<file path="src/hdl/ssr_pkg.sv">
// Shared types and constants for the stepper sequencer with ramp.
// Holds op codes, register indexes, reset values and the coil pattern table.
// No dependencies.
package ssr_pkg;

    localparam int CNT_W     = 16;
    localparam int DELAY_W   = 16;
    localparam int CFG_IDX_W = 2;
    localparam int PHASE_W   = 3;
    localparam int COIL_W    = 4;

    typedef enum logic [1:0] {
        OP_TICK = 2'd0,
        OP_MOVE = 2'd1,
        OP_GOTO = 2'd2,
        OP_NONE = 2'd3
    } op_t;

    localparam logic [CFG_IDX_W-1:0] CFG_MIN_DELAY = 2'd0;
    localparam logic [CFG_IDX_W-1:0] CFG_MAX_DELAY = 2'd1;
    localparam logic [CFG_IDX_W-1:0] CFG_RAMP      = 2'd2;

    localparam logic [DELAY_W-1:0] MIN_DELAY_RST  = 16'd800;
    localparam logic [DELAY_W-1:0] MAX_DELAY_RST  = 16'd3000;
    localparam logic [CNT_W-1:0]   RAMP_STEPS_RST = 16'd200;

    // goto distances are rounded down to an even count
    localparam logic [CNT_W-1:0] GOTO_EVEN_MASK = 16'hFFFE;

    typedef struct packed {
        logic [DELAY_W-1:0] min_delay_us;
        logic [DELAY_W-1:0] max_delay_us;
        logic [CNT_W-1:0]   ramp_steps;
    } ramp_cfg_t;

    // half-step coil pattern, coils A,B,C,D from msb
    function automatic logic [COIL_W-1:0] coil_f(input logic [PHASE_W-1:0] phase);
        logic [COIL_W-1:0] pat;
        begin
            case (phase)
                3'd0:    pat = 4'h8;
                3'd1:    pat = 4'hC;
                3'd2:    pat = 4'h4;
                3'd3:    pat = 4'h6;
                3'd4:    pat = 4'h2;
                3'd5:    pat = 4'h3;
                3'd6:    pat = 4'h1;
                default: pat = 4'h9;
            endcase
            return pat;
        end
    endfunction

endpackage

</file>
<file path="src/hdl/stepper_sequencer_with_ramp_core.sv">
// Top level of the half-step stepper sequencer with quadratic ramp.
// Depends on ssr_pkg and ssr_ramp (which uses ssr_mul and ssr_div).
//
// Input channel (in_valid / in_stall) carries one command item: op, direction,
// step_count, target_position. Op tick steps the motor; op move and op goto load
// a new move while the motor is idle. The output channel (out_valid / out_stall)
// returns exactly one result item per input item. Write the registers through
// cfg_we / cfg_index / cfg_data only while idle: index 0 min_delay_us,
// 1 max_delay_us, 2 ramp_steps; index 3 is ignored.
// A tick that steps while the ramp count is below ramp_steps has its delay worked
// out by the ramp unit: two serial multiplies side by side (squares of the
// remaining ramp and of ramp_steps), a serial multiply by the delay span and a
// serial divide, before the push state loads the output register. Every other
// item goes from accept through the push state into the output register. The next
// item is taken once the sequencer is back in idle. One item is in work at a time.
// Reset: rst_n clears the motor state (phase, position, counts, idle) and sets
// the registers to min 800, max 3000, ramp 200.
// Stall: while out_stall holds a result, the next result waits in the sequencer
// and in_stall stays high until the output register frees.
module stepper_sequencer_with_ramp_core #(
    parameter int POSITION_STEPS = 4096
) (
    input  logic                                clk,
    input  logic                                rst_n,
    // command channel
    input  logic                                in_valid,
    output logic                                in_stall,
    input  logic [1:0]                          op,
    input  logic                                direction,
    input  logic [ssr_pkg::CNT_W-1:0]           step_count,
    input  logic [$clog2(POSITION_STEPS)-1:0]   target_position,
    // result channel
    output logic                                out_valid,
    input  logic                                out_stall,
    output logic [ssr_pkg::COIL_W-1:0]          coil_pattern,
    output logic [ssr_pkg::DELAY_W-1:0]         step_delay_us,
    output logic                                stepped,
    output logic                                busy_res,
    output logic                                accepted,
    output logic [$clog2(POSITION_STEPS)-1:0]   position,
    // configuration write port
    input  logic                                cfg_we,
    input  logic [ssr_pkg::CFG_IDX_W-1:0]       cfg_index,
    input  logic [ssr_pkg::DELAY_W-1:0]         cfg_data
);

    localparam int POS_W = $clog2(POSITION_STEPS);
    localparam logic [POS_W-1:0] POS_LAST = POS_W'(POSITION_STEPS - 1);
    localparam int CW = ssr_pkg::CNT_W;
    localparam int DW = ssr_pkg::DELAY_W;

    typedef enum logic [1:0] {
        S_IDLE,
        S_RAMP,
        S_PUSH
    } state_t;

    state_t                          state_reg, state_next;
    // motor state
    logic [ssr_pkg::PHASE_W-1:0]     phase_reg, phase_next;
    logic [CW-1:0]                   remaining_reg, remaining_next;
    logic [CW-1:0]                   ramp_cnt_reg, ramp_cnt_next;
    logic                            dir_reg, dir_next;
    logic                            busy_reg, busy_next;
    logic [POS_W-1:0]                pos_reg, pos_next;
    // configuration
    ssr_pkg::ramp_cfg_t              cfg_reg, cfg_next;
    // per-item result parts not taken from the motor state
    logic                            step_flag_reg, step_flag_next;
    logic                            acc_flag_reg, acc_flag_next;
    logic [DW-1:0]                   delay_reg, delay_next;
    // output register
    logic                            out_valid_reg, out_valid_next;
    logic [ssr_pkg::COIL_W-1:0]      coil_pattern_reg, coil_pattern_next;
    logic [DW-1:0]                   step_delay_reg, step_delay_next;
    logic                            stepped_reg, stepped_next;
    logic                            busy_res_reg, busy_res_next;
    logic                            accepted_reg, accepted_next;
    logic [POS_W-1:0]                position_reg, position_next;

    logic                            ramp_start;
    logic                            ramp_done;
    logic [DW-1:0]                   ramp_delay;
    logic [POS_W-1:0]                goto_dist;
    logic                            goto_down;

    // goto: distance to target and direction, before even rounding
    assign goto_down = target_position > pos_reg;
    assign goto_dist = goto_down ? (target_position - pos_reg) : (pos_reg - target_position);

    ssr_ramp u_ramp (
        .clk      (clk),
        .rst_n    (rst_n),
        .start    (ramp_start),
        .n        (ramp_cnt_reg),
        .cfg      (cfg_reg),
        .done     (ramp_done),
        .delay_us (ramp_delay)
    );

    always_comb
    begin
        state_next        = state_reg;
        phase_next        = phase_reg;
        remaining_next    = remaining_reg;
        ramp_cnt_next     = ramp_cnt_reg;
        dir_next          = dir_reg;
        busy_next         = busy_reg;
        pos_next          = pos_reg;
        cfg_next          = cfg_reg;
        step_flag_next    = step_flag_reg;
        acc_flag_next     = acc_flag_reg;
        delay_next        = delay_reg;
        coil_pattern_next = coil_pattern_reg;
        step_delay_next   = step_delay_reg;
        stepped_next      = stepped_reg;
        busy_res_next     = busy_res_reg;
        accepted_next     = accepted_reg;
        position_next     = position_reg;
        ramp_start        = 1'b0;

        // drop the held result once the receiver takes it
        out_valid_next = out_valid_reg & out_stall;

        unique case (state_reg)
            S_IDLE:
            begin
                if (in_valid)
                begin
                    step_flag_next = 1'b0;
                    acc_flag_next  = 1'b0;
                    delay_next     = '0;
                    state_next     = S_PUSH;
                    unique case (ssr_pkg::op_t'(op))
                        ssr_pkg::OP_TICK:
                        begin
                            if (remaining_reg != '0)
                            begin
                                busy_next      = 1'b1;
                                step_flag_next = 1'b1;
                                remaining_next = remaining_reg - 1'b1;
                                if (!dir_reg)
                                begin
                                    phase_next = phase_reg + 1'b1;
                                    pos_next   = (pos_reg == '0) ? POS_LAST : pos_reg - 1'b1;
                                end
                                else
                                begin
                                    phase_next = phase_reg - 1'b1;
                                    pos_next   = (pos_reg == POS_LAST) ? '0 : pos_reg + 1'b1;
                                end
                                // still on the ramp: start the serial delay calculation
                                if (ramp_cnt_reg < cfg_reg.ramp_steps)
                                begin
                                    ramp_cnt_next = ramp_cnt_reg + 1'b1;
                                    ramp_start    = 1'b1;
                                    state_next    = S_RAMP;
                                end
                                else
                                begin
                                    delay_next = cfg_reg.min_delay_us;
                                end
                            end
                            else
                            begin
                                busy_next = 1'b0;
                            end
                        end
                        ssr_pkg::OP_MOVE:
                        begin
                            if (!busy_reg)
                            begin
                                dir_next       = direction;
                                remaining_next = step_count;
                                ramp_cnt_next  = '0;
                                acc_flag_next  = 1'b1;
                            end
                        end
                        ssr_pkg::OP_GOTO:
                        begin
                            if (!busy_reg)
                            begin
                                dir_next       = goto_down;
                                remaining_next = CW'(goto_dist) & ssr_pkg::GOTO_EVEN_MASK;
                                ramp_cnt_next  = '0;
                                acc_flag_next  = 1'b1;
                            end
                        end
                        ssr_pkg::OP_NONE:
                        begin
                        end
                    endcase
                end
            end
            S_RAMP:
            begin
                if (ramp_done)
                begin
                    delay_next = ramp_delay;
                    state_next = S_PUSH;
                end
            end
            S_PUSH:
            begin
                // load the output register once it is free
                if (!(out_valid_reg && out_stall))
                begin
                    out_valid_next    = 1'b1;
                    coil_pattern_next = busy_reg ? ssr_pkg::coil_f(phase_reg) : '0;
                    step_delay_next   = delay_reg;
                    stepped_next      = step_flag_reg;
                    busy_res_next     = busy_reg;
                    accepted_next     = acc_flag_reg;
                    position_next     = pos_reg;
                    state_next        = S_IDLE;
                end
            end
            default:
            begin
                state_next = S_IDLE;
            end
        endcase

        if (cfg_we)
        begin
            unique case (cfg_index)
                ssr_pkg::CFG_MIN_DELAY: cfg_next.min_delay_us = cfg_data;
                ssr_pkg::CFG_MAX_DELAY: cfg_next.max_delay_us = cfg_data;
                ssr_pkg::CFG_RAMP:      cfg_next.ramp_steps   = cfg_data;
                default:
                begin
                end
            endcase
        end
    end

    always_ff @(posedge clk or negedge rst_n)
    begin
        if (!rst_n)
        begin
            state_reg            <= S_IDLE;
            phase_reg            <= '0;
            remaining_reg        <= '0;
            ramp_cnt_reg         <= '0;
            dir_reg              <= 1'b0;
            busy_reg             <= 1'b0;
            pos_reg              <= '0;
            cfg_reg.min_delay_us <= ssr_pkg::MIN_DELAY_RST;
            cfg_reg.max_delay_us <= ssr_pkg::MAX_DELAY_RST;
            cfg_reg.ramp_steps   <= ssr_pkg::RAMP_STEPS_RST;
            step_flag_reg        <= 1'b0;
            acc_flag_reg         <= 1'b0;
            delay_reg            <= '0;
            out_valid_reg        <= 1'b0;
            coil_pattern_reg     <= '0;
            step_delay_reg       <= '0;
            stepped_reg          <= 1'b0;
            busy_res_reg         <= 1'b0;
            accepted_reg         <= 1'b0;
            position_reg         <= '0;
        end
        else
        begin
            state_reg            <= state_next;
            phase_reg            <= phase_next;
            remaining_reg        <= remaining_next;
            ramp_cnt_reg         <= ramp_cnt_next;
            dir_reg              <= dir_next;
            busy_reg             <= busy_next;
            pos_reg              <= pos_next;
            cfg_reg              <= cfg_next;
            step_flag_reg        <= step_flag_next;
            acc_flag_reg         <= acc_flag_next;
            delay_reg            <= delay_next;
            out_valid_reg        <= out_valid_next;
            coil_pattern_reg     <= coil_pattern_next;
            step_delay_reg       <= step_delay_next;
            stepped_reg          <= stepped_next;
            busy_res_reg         <= busy_res_next;
            accepted_reg         <= accepted_next;
            position_reg         <= position_next;
        end
    end

    assign in_stall      = (state_reg != S_IDLE);
    assign out_valid     = out_valid_reg;
    assign coil_pattern  = coil_pattern_reg;
    assign step_delay_us = step_delay_reg;
    assign stepped       = stepped_reg;
    assign busy_res      = busy_res_reg;
    assign accepted      = accepted_reg;
    assign position      = position_reg;

`ifndef NO_ASSERTIONS
    a_ramp_done_in_ramp: assert property (@(posedge clk) disable iff (!rst_n)
        ramp_done |-> state_reg == S_RAMP)
        else $error("ramp unit finished outside the ramp state");

    a_rise_from_push: assert property (@(posedge clk) disable iff (!rst_n)
        $rose(out_valid_reg) |-> $past(state_reg == S_PUSH))
        else $error("result appeared without a push");

    a_busy_coils_on: assert property (@(posedge clk) disable iff (!rst_n)
        out_valid_reg && busy_res_reg |-> coil_pattern_reg != '0)
        else $error("busy motor reported with coils off");

    a_step_busy: assert property (@(posedge clk) disable iff (!rst_n)
        out_valid_reg && stepped_reg |-> busy_res_reg && !accepted_reg)
        else $error("step reported without busy or with a command taken");

    a_pos_range: assert property (@(posedge clk) disable iff (!rst_n)
        {1'b0, pos_reg} <= {1'b0, POS_LAST})
        else $error("position out of range");
`endif

endmodule

</file>
<file path="src/hdl/ssr_mul.sv">
// Bit-serial shift-add multiplier: one bit of b per cycle.
// Product holds after done until the next start. No dependencies.
module ssr_mul #(
    parameter int A_W = 16,
    parameter int B_W = 16
) (
    input  logic               clk,
    input  logic               rst_n,
    input  logic               start,
    input  logic [A_W-1:0]     a,
    input  logic [B_W-1:0]     b,
    output logic               done,
    output logic [A_W+B_W-1:0] product
);

    localparam int CW = $clog2(B_W + 1);

    logic [A_W-1:0]     a_reg, a_next;
    logic [A_W+B_W-1:0] prod_reg, prod_next;
    logic [CW-1:0]      cnt_reg, cnt_next;
    logic               run_reg, run_next;
    logic               done_reg, done_next;
    logic [A_W:0]       sum;

    // add a into the upper part when the current multiplier bit is set
    assign sum = {1'b0, prod_reg[A_W+B_W-1:B_W]} + (prod_reg[0] ? {1'b0, a_reg} : '0);

    always_comb
    begin
        a_next    = a_reg;
        prod_next = prod_reg;
        cnt_next  = cnt_reg;
        run_next  = run_reg;
        done_next = 1'b0;
        if (start)
        begin
            a_next    = a;
            prod_next = {{A_W{1'b0}}, b};
            cnt_next  = CW'(B_W);
            run_next  = 1'b1;
        end
        else if (run_reg)
        begin
            prod_next = {sum, prod_reg[B_W-1:1]};
            cnt_next  = cnt_reg - 1'b1;
            if (cnt_reg == CW'(1))
            begin
                run_next  = 1'b0;
                done_next = 1'b1;
            end
        end
    end

    always_ff @(posedge clk or negedge rst_n)
    begin
        if (!rst_n)
        begin
            cnt_reg  <= '0;
            run_reg  <= 1'b0;
            done_reg <= 1'b0;
        end
        else
        begin
            cnt_reg  <= cnt_next;
            run_reg  <= run_next;
            done_reg <= done_next;
        end
    end

    always_ff @(posedge clk)
    begin
        a_reg    <= a_next;
        prod_reg <= prod_next;
    end

    assign done    = done_reg;
    assign product = prod_reg;

endmodule

</file>
<file path="src/hdl/ssr_div.sv">
// Restoring serial divider: one quotient bit per cycle.
// Requires num < den * 2**Q_W, so the quotient fits in Q_W bits. No dependencies.
module ssr_div #(
    parameter int D_W = 32,
    parameter int Q_W = 16
) (
    input  logic               clk,
    input  logic               rst_n,
    input  logic               start,
    input  logic [D_W+Q_W-1:0] num,
    input  logic [D_W-1:0]     den,
    output logic               done,
    output logic [Q_W-1:0]     quot
);

    localparam int CW = $clog2(Q_W + 1);

    logic [D_W-1:0] rem_reg, rem_next;
    logic [D_W-1:0] den_reg, den_next;
    logic [Q_W-1:0] q_reg, q_next;
    logic [CW-1:0]  cnt_reg, cnt_next;
    logic           run_reg, run_next;
    logic           done_reg, done_next;
    logic [D_W:0]   trial;
    logic [D_W:0]   diff;
    logic           ge;

    // shift in the next dividend bit and try a subtract
    assign trial = {rem_reg, q_reg[Q_W-1]};
    assign diff  = trial - {1'b0, den_reg};
    assign ge    = ~diff[D_W];

    always_comb
    begin
        rem_next  = rem_reg;
        den_next  = den_reg;
        q_next    = q_reg;
        cnt_next  = cnt_reg;
        run_next  = run_reg;
        done_next = 1'b0;
        if (start)
        begin
            rem_next = num[D_W+Q_W-1:Q_W];
            q_next   = num[Q_W-1:0];
            den_next = den;
            cnt_next = CW'(Q_W);
            run_next = 1'b1;
        end
        else if (run_reg)
        begin
            rem_next = ge ? diff[D_W-1:0] : trial[D_W-1:0];
            q_next   = {q_reg[Q_W-2:0], ge};
            cnt_next = cnt_reg - 1'b1;
            if (cnt_reg == CW'(1))
            begin
                run_next  = 1'b0;
                done_next = 1'b1;
            end
        end
    end

    always_ff @(posedge clk or negedge rst_n)
    begin
        if (!rst_n)
        begin
            cnt_reg  <= '0;
            run_reg  <= 1'b0;
            done_reg <= 1'b0;
        end
        else
        begin
            cnt_reg  <= cnt_next;
            run_reg  <= run_next;
            done_reg <= done_next;
        end
    end

    always_ff @(posedge clk)
    begin
        rem_reg <= rem_next;
        den_reg <= den_next;
        q_reg   <= q_next;
    end

    assign done = done_reg;
    assign quot = q_reg;

endmodule

</file>
<file path="src/hdl/ssr_ramp.sv">
// Ramp delay unit: floor((R-n)^2 * span / R^2) + min, worked out serially.
// Depends on ssr_pkg, ssr_mul and ssr_div. Caller guarantees n < R.
module ssr_ramp (
    input  logic                              clk,
    input  logic                              rst_n,
    input  logic                              start,
    input  logic [ssr_pkg::CNT_W-1:0]         n,
    input  ssr_pkg::ramp_cfg_t                cfg,
    output logic                              done,
    output logic [ssr_pkg::DELAY_W-1:0]       delay_us
);

    localparam int W = ssr_pkg::CNT_W;

    logic [W-1:0]   left;
    logic [W-1:0]   span;
    logic [2*W-1:0] left_sq;
    logic [2*W-1:0] r_sq;
    logic [3*W-1:0] numer;
    logic [W-1:0]   extra;
    logic           sq_l_done;
    logic           sq_r_done;
    logic           sp_done;

    assign left = cfg.ramp_steps - n;
    // max below min adds nothing to the delay
    assign span = (cfg.max_delay_us > cfg.min_delay_us) ?
                  (cfg.max_delay_us - cfg.min_delay_us) : '0;

    ssr_mul #(.A_W(W), .B_W(W)) u_sq_left (
        .clk     (clk),
        .rst_n   (rst_n),
        .start   (start),
        .a       (left),
        .b       (left),
        .done    (sq_l_done),
        .product (left_sq)
    );

    ssr_mul #(.A_W(W), .B_W(W)) u_sq_r (
        .clk     (clk),
        .rst_n   (rst_n),
        .start   (start),
        .a       (cfg.ramp_steps),
        .b       (cfg.ramp_steps),
        .done    (sq_r_done),
        .product (r_sq)
    );

    ssr_mul #(.A_W(2*W), .B_W(W)) u_span (
        .clk     (clk),
        .rst_n   (rst_n),
        .start   (sq_l_done & sq_r_done),
        .a       (left_sq),
        .b       (span),
        .done    (sp_done),
        .product (numer)
    );

    ssr_div #(.D_W(2*W), .Q_W(W)) u_div (
        .clk   (clk),
        .rst_n (rst_n),
        .start (sp_done),
        .num   (numer),
        .den   (r_sq),
        .done  (done),
        .quot  (extra)
    );

    assign delay_us = extra + cfg.min_delay_us;

endmodule
</file>
<file path="config.mk">
export PLATFORM = sky130hd
export DESIGN_NAME = stepper_sequencer_with_ramp_core
export DESIGN_NICKNAME = d
export VERILOG_FILES = /design/src/hdl/ssr_pkg.sv /design/src/hdl/stepper_sequencer_with_ramp_core.sv /design/src/hdl/ssr_mul.sv /design/src/hdl/ssr_div.sv /design/src/hdl/ssr_ramp.sv
export SDC_FILE = /design/constraint.sdc
export NUM_CORES = 1
export LEC_CHECK = 0
export ABC_CLOCK_PERIOD_IN_PS = 8200
export BUFFER_PORTS_ARGS = -buffer_cell sky130_fd_sc_hd__buf_2
export CAP_MARGIN = 30
export CELL_PAD_IN_SITES_DETAIL_PLACEMENT = 2
export CELL_PAD_IN_SITES_GLOBAL_PLACEMENT = 2
export CORE_ASPECT_RATIO = 1.2
export CORE_UTILIZATION = 44
export CTS_BUF_LIST = sky130_fd_sc_hd__clkbuf_16
export DETAILED_ROUTE_END_ITERATION = 12
export HOLD_SLACK_MARGIN = 0.08
export PLACE_DENSITY_LB_ADDON = 0.1
export SYNTH_ARGS = -nofsm -noshare
export SYNTH_HDL_FRONTEND = slang
export SYNTH_SLANG_ARGS = --single-unit
</file>
<file path="constraint.sdc">
create_clock -name clk -period 8.2 [get_ports clk]
set_input_delay 0.82 -clock clk [delete_from_list [all_inputs] [get_ports clk]]
set_output_delay 0.82 -clock clk [all_outputs]
set_load 0.02 [all_outputs]
</file>
Word level (Yosys, flattened, before mapping):

Cells that the tools add are included.

* bitwise operators: 4
* multiplexer cells: 89
* eq/ne operators: 25
* order comparisons: 3
* add/subtract/negate cells: 19
* reduce and logical (&&, ||, !) cells: 29

Operator list (count)
* 16-bit 2-to-1 mux: 22
* 32-bit 2-to-1 mux: 4
* 16-bit case mux with 2 select lines: 2
* 12-bit 2-to-1 mux: 4
* 16-bit case mux with 3 select lines: 1
* 5-bit 2-to-1 mux: 8
* 1-bit 2-to-1 mux: 37
* 16-bit by 16-bit adder with 17-bit output: 2
* 32-bit by 32-bit adder with 33-bit output: 1
* 33-bit by 32-bit subtractor with 33-bit output: 1
* 16-bit subtractor: 2
* 4-bit case mux with 7 select lines: 1
* 12-bit subtractor: 2
* 5-bit by 1-bit equality test with 1-bit output, second input constant: 4
* 5-bit by 1-bit subtractor with 5-bit output, second input constant: 4
* 16-bit by 1-bit adder with 16-bit output, second input constant: 1
* 16-bit adder: 1
* 16-bit > comparator: 1
* 16-bit less-than comparator: 1
* 16-bit nonzero test: 1
* 2-bit nonzero test: 8
* 16-bit by 1-bit subtractor with 16-bit output, second input constant: 1
* 2-bit inequality test, second input constant: 7
* 12-bit by 1-bit adder with 12-bit output, second input constant: 1
* 29 further kinds: 52

* logic and storage cells: 213
* output and inout port bits: 37
* register bits after elaboration: 437

Depth between registers and ports, before layout:

Gate-level depths: netlist of the first run.

* word-level depth: 7
* gate-level depth with buffers: 16
* mapped depth without buffers: 14

Cells and area by module:

Synthesis of the first run repeated with hierarchy kept, for this count alone.

* cells, all modules: 2852
* area total of the unflattened synthesis: 28075.7 µm²

By module, submodules not included
* stepper_sequencer_with_ramp_core: area an instance 9126.3 µm², instances 1, seq. area each 3844.9 µm², cells each 955
* ssr_mul (u_ramp.u_sq_left ...): area an instance 2924.1 µm², instances 2, seq. area each 1456.4 µm², cells each 257
* ssr_div: area an instance 5555.3 µm², instances 1, seq. area each 2577.5 µm², cells each 529
* ssr_mul (u_ramp.u_span): area an instance 5071.1 µm², instances 1, seq. area each 2257.2 µm², cells each 492
* ssr_ramp: area an instance 2474.9 µm², instances 1, seq. area each 0.0 µm², cells each 362

Worst setup path after synthesis of the first run:

OpenSTA, ideal clock, no wires.

* path kind: register -> register
* start point: register ramp_cnt_reg[0]
* end point: register u_ramp.u_sq_left.a_reg[0], enable pin
* clock period less this slack: 4.192 ns
* path buffers: 3
* data arrival time: 3.783 ns
* stages on the path, launching flop included: 14
* setup slack: 4.008 ns
* path through: dfrtp_1 ha_1 fa_1 nor2b_1 o21ai_0 a21boi_0 o21ai_0 a21oi_1 o21ai_0 nand2b_1 clkbuf_1 inv_1 clkbuf_1 buf_1

* word-level cells in the longest chain between the ends: 6

Ends and longest elaborated chain
* from (decl): line stepper_sequencer_with_ramp_core.sv:62 `logic [CW-1:0] ramp_cnt_reg, ramp_cnt_next;`
* from (signal assigned): line stepper_sequencer_with_ramp_core.sv:267 `ramp_cnt_reg <= ramp_cnt_next;`
* 16-bit less-than comparator: line stepper_sequencer_with_ramp_core.sv:153 `if (ramp_cnt_reg < cfg_reg.ramp_steps)`
* 1-bit 2-to-1 mux: line stepper_sequencer_with_ramp_core.sv:153
* 1-bit 2-to-1 mux: line stepper_sequencer_with_ramp_core.sv:137 `if (remaining_reg != '0)`
* 1-bit 2-to-1 mux: line stepper_sequencer_with_ramp_core.sv:134 `unique case (ssr_pkg::op_t'(op))`
* 1-bit 2-to-1 mux: line stepper_sequencer_with_ramp_core.sv:128 `if (in_valid)`
* 1-bit 2-to-1 mux: line stepper_sequencer_with_ramp_core.sv:125 `unique case (state_reg)`
* net ramp_start: line stepper_sequencer_with_ramp_core.sv:81 `logic ramp_start;`
* to (signal assigned): line ssr_mul.sv:72 `a_reg <= a_next;`
* to (decl): line ssr_mul.sv:18 `logic [A_W-1:0] a_reg, a_next;`

The timed path passes the listed nets, and every way through them passes these cells.
A chain may end at the register's enable or synchronous reset.

Worst setup path in the final report of the first run:

* start point: register cfg_reg[0] (netlist bit)
* end point: register u_ramp.u_sq_left.prod_reg[11] (netlist: u_ramp.u_sq_left.product[11]), data pin

* word-level cells in the longest chain between the ends: 7

Ends and longest elaborated chain
* from (decl): line stepper_sequencer_with_ramp_core.sv:67 `ssr_pkg::ramp_cfg_t cfg_reg, cfg_next;`
* from (signal assigned): line stepper_sequencer_with_ramp_core.sv:271 `cfg_reg <= cfg_next;`
* 16-bit less-than comparator: line stepper_sequencer_with_ramp_core.sv:153
* 1-bit 2-to-1 mux: line stepper_sequencer_with_ramp_core.sv:153
* 1-bit 2-to-1 mux: line stepper_sequencer_with_ramp_core.sv:137
* 1-bit 2-to-1 mux: line stepper_sequencer_with_ramp_core.sv:134
* 1-bit 2-to-1 mux: line stepper_sequencer_with_ramp_core.sv:128
* 1-bit 2-to-1 mux: line stepper_sequencer_with_ramp_core.sv:125
* 16-bit 2-to-1 mux *: line ssr_mul.sv:35 `if (start)`
* net u_ramp.u_sq_left.prod_next[11]: line ssr_mul.sv:19 `logic [A_W+B_W-1:0] prod_reg, prod_next;`
* to (signal assigned): line ssr_mul.sv:73 `prod_reg <= prod_next;`
* to (decl): line ssr_mul.sv:19

Mark *: on every way through the listed nets, which the timed path passes. The rest lies on a longest branch.

==> metrics, run 1 <==
syn_area_per_cell=9.62 µm²; drt first pass iters=5; Hold Path Class=in -> async; Comb power frac=38.8%; fillcell total=between 6k and 7k; CP bufs+invs=3; clock buffer depth=3; # rows=97; status=complete, no violations; Clock Skew=0.0273 ns; Initial DRC Count=767; Num CTS Buffers=50; CP max-delay cell=clkinv_2; later-pin clock latency in the skew report=between 0.6 and 0.7 ns; count of cell types in the netlist=85; final setup fails=0; PostCTS Resize Cnt=0; worst endpoint data arrival time=a little under 5 ns; Synth top area share=approximately 22%; ys async rst share=between 40 and 50%; Final Max Slew Viols=0; CTS hold repair buffers=0; initial antenna violation count=1; Synthesis Warnings=0; Synth Flop Type=edfxtp_1; Peak VDD IR=about 0.23 mV; Compound-Gate Fraction of Synth Area=between 10% and 20%; multiplexer area fraction after synthesis=4.54%; vias in the first global route=about 24k; Worst-path clk slew=0.07 ns; Routed WL=~88 mm; ANT nets after route=0; largest family of logic cells by synthesized area=compound AO/OA/AOI/OAI gates; Top Ports=a little over 90; P_int=approximately 5.9 mW; Setup Fix Bufs, Post-CTS=0; Tot Pwr=slightly below 10 mW; chip width=about 220 µm; final instance area=slightly below 0.03 mm²; H-tree levels=2; RePlAce Congestion=~0.85; Mapped Nets=~2.9k; final critical-path share of the clock period=54.3%; clock share of power=between 20% and 30%; ranking of synthesized cells by area=edfxtp_1 (22%), dfrtp_1 (16%), ha_1 (9.1%), dfxtp_1 (4.9%), nand2_1 (4.5%); synthesized instance count=around 2.7k; Seq/Total Area, Yosys=between 40 and 50%; synthesis-stage register bit count=437; Seq pwr share=36.8%; simple-gate portion of the synthesized area=roughly 16%; CTS tree=yes; Max Clk Rate=225 MHz; DP Wirelength=between 60 and 70 mm; max_slew headroom=37.0%; Vias/cell=roughly 5.9; Inst Count DP=3442; nets@finish=roughly 3k; pin count of the biggest net entering global routing=67; adder-cell area share of the yosys netlist=under 10%; core footprint=between 0.05 and 0.06 mm²; grt total ovfl=0; # diodes=0; first-pass GRT wire length=between 100 and 150 mm; Root Driver=clkbuf_16; largest area contributor in the netlist=edfxtp_1; Crit Path Max Fanout=55; most used cell, CP=o21ai_0; RSZ-0062 raised after global routing=false; max_cap viols=0; Clock Sinks=around 440; share of layout cells above drive strength 1=11.1%; CP cell instances=inv_1, ha_1, fa_1, nor2b_1, o21ai_0, a21boi_0, o21ai_0, a21oi_1, o21ai_0, nand2b_2, clkinv_2, buf_4, mux2_2; area of placed instances=around 0.027 mm²; Post-Layout Cell Count=about 3.5k; DRC=0; WL per Instance=approximately 25 µm; post-synthesis instance area=approximately 0.026 mm²; Area Overhead vs Synth=11.7%; fin crit period=about 4.5 ns; Sw Ratio=between 30% and 40%; reg2reg start=cfg_reg[0]; die span in y=around 270 µm; Top Family by Delay on Critical Path=compound AO/OA/AOI/OAI gates; post-route setup TNS=0 ns; XOR/XNOR Fraction of Synth Area=approximately 4.7%; final hold viol count=0; total track usage=roughly 30%; starting density of the core=between 40% and 50%; Final Core Density=between 40% and 50%; Die Area=roughly 0.06 mm²; max incr delay on CP=0.60 ns; worst endpoint required time=roughly 8.6 ns; DR vias=roughly 21k; crit path kind=reg -> reg; Post-synth EDFFs=about 190; Port Buffers=90; Switch Pwr=just under 4 mW; CP startpoint=cfg_reg[0]; Worst-Margin Slew=between 0.9 and 1 ns; CP startpoint kind=flip-flop; Pleak=roughly 13 nW; pwr/cell area=about 340 mW/mm²; crit end category=flip-flop
## kinds of logic (layout without fill, tap and decap cells)
family	count (synthesis)	in the layout
flops	437	437
mux	110	110
xor+xnor	138	138
fa+ha+maj	197	197
simple gates	859	859
compound gates	687	687
buf+inv	263	366
## synthesized netlist by cell type, types with 25 or more instances
master,n
o21ai_0,193
xnor2_1,92
nand4_1,30
a21oi_1,164
inv_1,152
clkbuf_1,95
a31oi_1,52
dfrtp_1,168
a21o_1,80
nor2_1,210
nor3_1,53
edfxtp_1,192
mux2i_1,50
dfxtp_1,64
xor2_1,46
mux2_2,60
nand2_1,307
nand3_1,41
a211oi_1,26
ha_1,188
and2_1,70
nor2b_1,25
## metal layers
metal	GRT usage, %	share of wire (%)	vias to the layer above
met5	0	0.015	-
met4	12.9	4.3	2
met3	2.95	2.7	168
met2	56.1	53	335
met1	33.7	40	10681
li1	-	-	9740
## layout by cell type, fill, tap and decap left out, types with 60 or more instances in the layout
| cell | count |
|---|---|
| mux2_2 | 60 |
| a21oi_1 | 164 |
| inv_1 | 157 |
| nand2_1 | 307 |
| nor2_1 | 209 |
| ha_1 | 188 |
| dfrtp_1 | 167 |
| and2_1 | 70 |
| dfxtp_1 | 64 |
| buf_2 | 89 |
| o21ai_0 | 193 |
| a21o_1 | 80 |
| edfxtp_1 | 192 |
| xnor2_1 | 92 |
## power by group through the flow
stage,combinational [mW],clock [mW],sequential [mW]
6_report,3.81,2.40,3.62
5_1_grt,4.19,2.51,3.69
4_1_cts,3.83,2.45,3.62
3_5_place_dp,3.73,0,3.64
3_3_place_gp,3.44,0,3.58
2_1_floorplan,2.66,0,3.42
## final timing paths
path	end	depth (start not counted)	slack, ns
max reg2reg	u_ramp.u_sq_left.product[11]	13	3.75
min reg2reg	u_ramp.u_span.a_reg[2]	0	0.44
min	cfg_reg[0]	1	0.22
max in group asynchronous	state_reg[1]	3	6.72
min in group clk	u_ramp.u_span.a_reg[2]	0	0.44
max	u_ramp.u_sq_left.product[11]	13	3.75
## per-stage QoR
stage	hold slack, ns	worst slack, ns
after detailed placement	0.446	3.79
after floorplan	0.422	4.01
after CTS	0.226	3.68
final	0.225	3.75
after global placement	0.434	3.94
after global routing	0.257	3.31
## cell type report
class / count / area [µm²] / share of cell area (%)
multi-input cells: 1991 / 13300 / 46.1
flip-flops and latches: 437 / 11600 / 40.1
clock buffers: 54 / 1350 / 4.67
well taps: 742 / 928 / 3.21
repair buffers: 119 / 744 / 2.58
inverters: 155 / 583 / 2.02
clock inverters: 38 / 388 / 1.34
Power figures use the tool's default switching activity.
==> inputs of run 2 (changes only) <==
--- a/config.mk
+++ b/config.mk
@@ -5,13 +5,13 @@
 export SDC_FILE = /design/constraint.sdc
 export NUM_CORES = 1
 export LEC_CHECK = 0
-export ABC_CLOCK_PERIOD_IN_PS = 8200
+export ABC_CLOCK_PERIOD_IN_PS = 4500
 export BUFFER_PORTS_ARGS = -buffer_cell sky130_fd_sc_hd__buf_2
 export CAP_MARGIN = 30
 export CELL_PAD_IN_SITES_DETAIL_PLACEMENT = 2
 export CELL_PAD_IN_SITES_GLOBAL_PLACEMENT = 2
 export CORE_ASPECT_RATIO = 1.2
-export CORE_UTILIZATION = 44
+export CORE_UTILIZATION = 41
 export CTS_BUF_LIST = sky130_fd_sc_hd__clkbuf_16
 export DETAILED_ROUTE_END_ITERATION = 12
 export HOLD_SLACK_MARGIN = 0.08
==> constraint.sdc (replaced) <==
create_clock -name clk -period 4.5 [get_ports clk]
set_input_delay 0.45 -clock clk [delete_from_list [all_inputs] [get_ports clk]]
set_output_delay 0.45 -clock clk [all_outputs]
set_load 0.02 [all_outputs]
==> run 2 against run 1 <==
Net effect:
- maximum frequency is 5.6% higher
- sequential cell count is the same
- critical endpoint is now u_ramp.u_span.product[3]
- non-clock buffer count rose by 11
- global-route usage decreased by 3.7 points
- sequential power is 80% higher
- critical path depth is 1 higher
- largest power group unchanged
- clock power increased by 74%
- via count decreased by 1.2%
- cell count grew 2.4%
==> metrics, run 2 (synthesis results as in run 1) <==
status=complete, no violations (unchanged); total track usage=26.0% (was 29.7%); max_slew headroom=32.3% (was 37.0%); grt total ovfl=0 (unchanged); Worst-Margin Slew=1.01 ns (was 0.945 ns); worst endpoint data arrival time=4.60 ns (was 4.82 ns); final hold slack=0.114 ns (was 0.225 ns); Setup Fix Bufs, Post-CTS=0 (unchanged); Top Family by Delay on Critical Path=compound AO/OA/AOI/OAI gates (unchanged); crit path kind=reg -> reg (unchanged); most common cell after layout, fill and taps aside=nand2_1 (unchanged); Clock Skew=0.0233 ns (was 0.0273 ns); fin crit period=4.22 ns (was 4.45 ns); Die Area=0.0642 mm² (was 0.0598 mm²); pwr/cell area=603 mW/mm² (was 340 mW/mm²); fillcell total=6500 (was 6067); die span in y=277 µm (was 268 µm); reg2reg start=cfg_reg[16] (was cfg_reg[0]); R2R Path End=u_ramp.u_span.product[3] (was u_ramp.u_sq_left.product[11]); crit end category=flip-flop (unchanged); CP startpoint kind=flip-flop (unchanged); Tot Pwr=17.5 mW (was 9.83 mW); worst endpoint required time=4.88 ns (was 8.57 ns); GRT Max-Usage Layer=met2 (unchanged); worst reg2reg path depth=14 (was 13); Inst Count DP=3520 (was 3442); first-pass GRT wire length=132 mm (was 138 mm); CTS tree=yes (unchanged); pre-CTS setup slack=0.409 ns (was 3.79 ns); Crit Path Max Fanout=15 (was 55); max_cap viols=0 (unchanged); met3 Use GR=3.03% (was 2.95%); DR vias=20.7k (was 20.9k); drt first pass iters=5 (unchanged); final setup fails=0 (unchanged); core footprint=0.0622 mm² (was 0.0583 mm²); clock buffer depth=3 (unchanged); PostCTS Resize Cnt=0 (unchanged); Routed WL=82.6 mm (was 87.7 mm); met1 Use GR=29.5% (was 33.7%); Post-Layout Cell Count=3622 (was 3536); later-pin clock latency in the skew report=0.62 ns (about the same); Initial DRC Count=719 (was 767); hold wc startpoint=cfg_data[8]; Clock Sinks=437 (unchanged); final instance area=0.0290 mm² (was 0.0289 mm²); vias in the first global route=23.4k (was 23.8k); starting density of the core=41.6% (was 44.4%); Max Clk Rate=237 MHz (was 225 MHz); final hold viol count=0 (unchanged); CTS hold repair buffers=6 (was 0); Multi-input gate area=0.0133 mm² (unchanged); area of placed instances=0.0272 mm² (was 0.0271 mm²); pin count of the biggest net entering global routing=107 (was 67); Port Buffers=90 (unchanged); Final Max Slew Viols=0 (unchanged); commonest cells after routing, fill and taps aside=nand2_1 (307), nor2_1 (209), o21ai_0 (193), edfxtp_1 (192), ha_1 (188) (unchanged); Top Ports=91 (unchanged); Hold Path End=cfg_reg[40]; Root Driver=clkbuf_16 (unchanged); initial antenna violation count=3 (was 1); Peak VDD IR=0.429 mV (was 0.227 mV); post-route setup TNS=0 ns (unchanged); CP max-delay cell=a2111oi_0 (was clkinv_2); Pleak=12.8 nW (about the same); final worst slack=0.283 ns (was 3.75 ns); CP bufs+invs=2 (was 3); final critical-path share of the clock period=93.7% (was 54.3%); Area Overhead vs Synth=12.1% (was 11.7%); Storage cell area=0.0116 mm² (unchanged); DP Wirelength=61.6 mm (was 64.3 mm); # rows=100 (was 97); most used cell, CP=a21o_1 (was o21ai_0); share of layout cells above drive strength 1=11.0% (was 11.1%); ANT nets after route=0 (unchanged); chip width=231 µm (was 223 µm); CP cell instances=inv_1, ha_1, inv_1, fa_1, a21o_1, a21o_1, a2111oi_0, o41ai_1, a21o_1, a21o_1, a21o_1, nand3_1, nand2_1, a32o_1 (was inv_1, ha_1, fa_1, nor2b_1, o21ai_0, a21boi_0, o21ai_0, a21oi_1, o21ai_0, nand2b_2, clkinv_2, buf_4, mux2_2); Vias/cell=5.71 (was 5.92); WL per Instance=22.8 µm (was 24.8 µm); H-tree levels=2 (unchanged); Hold Path Class=in -> reg (was in -> async); Worst-path clk slew=0.06 ns (was 0.07 ns); Num CTS Buffers=50 (unchanged); WHS Path Cells=3; RSZ-0062 raised after global routing=false (unchanged); Final Core Density=46.7% (was 49.6%); nets@finish=3016 (was 3005); GR Layer Usage met2=49.2% (was 56.1%); max incr delay on CP=0.82 ns (was 0.60 ns); DRC=0 (unchanged); Reg2Reg Setup Slack=0.28 ns (was 3.75 ns); RePlAce Congestion=0.882 (was 0.852)
run 2: cell types whose count changed in the layout (fill, tap and decap cells not counted), moves of 3 or more:
cell           change
clkinv_1           +6
clkbuf_16          -3
buf_4              +5
dlygate4sd3_1      +6
run 2: final cells by class:
type                    count  area share [%]
multi-input cells        1991            45.9
repair buffers            130            2.98
clock buffers              50            4.31
well taps                 816            3.52
inverters                 155            2.01
diodes                      1         0.00862
flip-flops and latches    437            39.9
clock inverters            42            1.34
run 2: how the worst max path moves through the flow:
| stage | startpoint | to | slack, ns | cells after the start |
|---|---|---|---|---|
| 3_3_place_gp | u_ramp.u_div.quot[15] | u_ramp.u_div.rem_reg[26] | 0.59 | 14 |
| 6_report | cfg_reg[16] | u_ramp.u_span.product[3] | 0.28 | 14 |
| 5_1_grt | cfg_reg[16] | u_ramp.u_span.product[3] | 0.13 | 14 |
| 2_1_floorplan | ramp_cnt_reg[0] | u_ramp.u_sq_left.a_reg[0] | 0.31 | 13 |
| 3_5_place_dp | u_ramp.u_div.quot[15] | u_ramp.u_div.rem_reg[21] | 0.41 | 14 |
| 4_1_cts | cfg_reg[16] | u_ramp.u_span.product[3] | 0.31 | 14 |
run 2: where the power goes:
group,total [mW],internal (mW),switching (mW),leakage [nW]
combinational,6.79,2.76,4.04,7.41
sequential,6.53,5.45,1.08,4.53
clock,4.17,2.38,1.79,0.832
total,17.5,10.6,6.90,12.8
run 2: tightest hold or removal path: stages:
cell,delay (ns)
buf_2,0.12
nand2_1,0.06
o21ai_0,0.09
run 2: per-layer routing:
metal	wire [µm]	vias up
met3	1960	134
met5	27	-
met1	33400	10507
met4	2960	4
met2	44300	255
li1	-	9785
==> inputs of run 3 (changes only) <==
--- a/config.mk
+++ b/config.mk
@@ -11,6 +11,7 @@
 export CELL_PAD_IN_SITES_DETAIL_PLACEMENT = 2
 export CELL_PAD_IN_SITES_GLOBAL_PLACEMENT = 2
 export CORE_ASPECT_RATIO = 1.2
+export CORE_MARGIN = 10
 export CORE_UTILIZATION = 41
 export CTS_BUF_LIST = sky130_fd_sc_hd__clkbuf_16
 export DETAILED_ROUTE_END_ITERATION = 12
==> run 3 against run 2 <==
Net effect:
- routed wire length rose by 2.0%
- first-iteration DRC count rose by 41%
- maximum frequency rose by 2.8%
- global-route usage fell by 3.4 points
- cell count rose by 0.22%
- sequential power barely moved
- utilization fell by 0.10 points
- die area rose by 15%
- register-to-register slack improved by 0.12 ns
- hold slack got worse by 0.012 ns
- non-clock buffer count rose by 5
- count of clock-buffer cells in the layout rose by 2
==> metrics, run 3 (synthesis results as in run 1) <==
Pleak=12.8 nW (about the same); CTS hold repair buffers=7 (was 6); worst endpoint data arrival time=4.56 ns (was 4.60 ns); pin count of the biggest net entering global routing=94 (was 107); DR vias=20.8k (was 20.7k); commonest cells after routing, fill and taps aside=nand2_1 (307), nor2_1 (209), o21ai_0 (193), edfxtp_1 (192), ha_1 (188) (unchanged); Vias/cell=5.74 (was 5.71); Clock Sinks=437 (unchanged); WL per Instance=23.2 µm (was 22.8 µm); CP startpoint kind=flip-flop (unchanged); max_cap viols=0 (unchanged); final critical-path share of the clock period=91.1% (was 93.7%); max_slew headroom=36.5% (was 32.3%); pwr/cell area=602 mW/mm² (was 603 mW/mm²); drt first pass iters=5 (unchanged); later-pin clock latency in the skew report=0.64 ns (was 0.62 ns); DRC=0 (unchanged); clock buffer depth=3 (unchanged); initial antenna violation count=2 (was 3); nets@finish=3021 (was 3016); DP Wirelength=62.8 mm (was 61.6 mm); Area Overhead vs Synth=12.1% (about the same); vias in the first global route=23.7k (was 23.4k); CP startpoint=u_ramp.u_div.quot[15] (was cfg_reg[16]); Peak VDD IR=0.316 mV (was 0.429 mV); most common cell after layout, fill and taps aside=nand2_1 (unchanged); RSZ-0062 raised after global routing=false (unchanged); Routed WL=84.3 mm (was 82.6 mm); Top Ports=91 (unchanged); Worst-Margin Slew=0.952 ns (was 1.01 ns); Tot Pwr=17.5 mW (about the same); hold wc startpoint=step_count[9] (was cfg_data[8]); die span in y=295 µm (was 277 µm); final hold viol count=0 (unchanged); PostCTS Resize Cnt=0 (unchanged); final instance area=0.0290 mm² (about the same); # rows=100 (unchanged); worst endpoint required time=4.96 ns (was 4.88 ns); core footprint=0.0623 mm² (was 0.0622 mm²); Crit Path Max Fanout=37 (was 15); ANT nets after route=0 (unchanged); RePlAce Congestion=0.874 (was 0.882); Clock Skew=0.0404 ns (was 0.0233 ns); starting density of the core=41.6% (about the same); chip width=249 µm (was 231 µm); Initial DRC Count=1017 (was 719); Setup Fix Bufs, Post-CTS=0 (unchanged); H-tree levels=2 (unchanged); Final Max Slew Viols=0 (unchanged); share of layout cells above drive strength 1=11.2% (was 11.0%); total track usage=22.6% (was 26.0%); CTS tree=yes (unchanged); grt total ovfl=0 (unchanged); post-route setup TNS=0 ns (unchanged); reg2reg start=u_ramp.u_div.quot[15] (was cfg_reg[16]); Port Buffers=90 (unchanged); Hold Path Class=in -> reg (unchanged); fin crit period=4.10 ns (was 4.22 ns); status=complete, no violations (unchanged); crit end category=flip-flop (unchanged); final setup fails=0 (unchanged); crit path kind=reg -> reg (unchanged); Root Driver=clkbuf_16 (unchanged); Die Area=0.0736 mm² (was 0.0642 mm²); Max Clk Rate=244 MHz (was 237 MHz); Worst-path clk slew=0.06 ns (about the same); first-pass GRT wire length=135 mm (was 132 mm); Num CTS Buffers=50 (unchanged); area of placed instances=0.0273 mm² (was 0.0272 mm²)
run 3: cell count changes in the layout (fill, tap and decap cells not counted), sizes merged:
cell,previous run,this run
buf,122,127
bufinv,6,3
clkinvlp,2,4
inv,164,166
clkbuf,52,53
clkinv,25,24
diode,1,2
dlygate4sd3,6,7
run 3: layout make-up:
class / count / area (µm²)
fillers: 6594 / 33300
multi-input cells: 1991 / 13300
flip-flops and latches: 437 / 11600
clock buffers: 52 / 1300
well taps: 816 / 1020
repair buffers: 135 / 871
inverters: 155 / 583
clock inverters: 42 / 323
diodes: 2 / 5.00
run 3: where the power goes:
group          switching [mW]  internal (mW)
registers                1.09           5.45
clock network            1.84           2.29
logic                    4.06           2.75
total                    6.98           10.5
run 3: final timing paths:
check	slack, ns	endpoint	depth (start not counted)
min reg2reg	0.46	u_ramp.u_span.a_reg[7]	0
min in group asynchronous	0.44	step_delay_us[8]	2
min	0.10	remaining_reg[9]	3
max reg2reg	0.40	u_ramp.u_div.rem_reg[26]	14
max in group asynchronous	3.05	pos_reg[2]	3
max	0.40	u_ramp.u_div.rem_reg[26]	14
run 3: worst max-delay path, cell delays in order (launching register included):
cell       delay [ns]
edfxtp_1         0.43
inv_1            0.08
ha_1             0.17
inv_1            0.07
fa_1             0.43
a211o_1          0.32
a211oi_2         0.28
a211oi_1         0.16
o2111ai_2        0.27
a21oi_2          0.10
or2_4            0.28
o211a_4          0.26
o21a_4           0.34
or4b_1           0.57
a31oi_1          0.18
run 3: per-layer routing:
| metal | routed length [µm] | track usage [%] | up-vias |
|---|---|---|---|
| li1 | - | - | 9783 |
| met1 | 34100 | 25.3 | 10624 |
| met2 | 44500 | 42.7 | 274 |
| met3 | 2350 | 2.98 | 148 |
| met4 | 3280 | 8.85 | 0 |
| met5 | 0 | 0 | - |
run 3: per-stage QoR:
stage	std cells	hold slack, ns	utilization (%)	setup slack (ns)
final	3630	0.103	46.6	0.398
after global routing	3628	0.0929	46.6	0.182
after CTS	3628	0.0813	46.6	0.407
after detailed placement	3527	0.442	43.8	0.455
after global placement	3524	0.434	43.8	0.604
after floorplan	2691	0.154	-	0.308
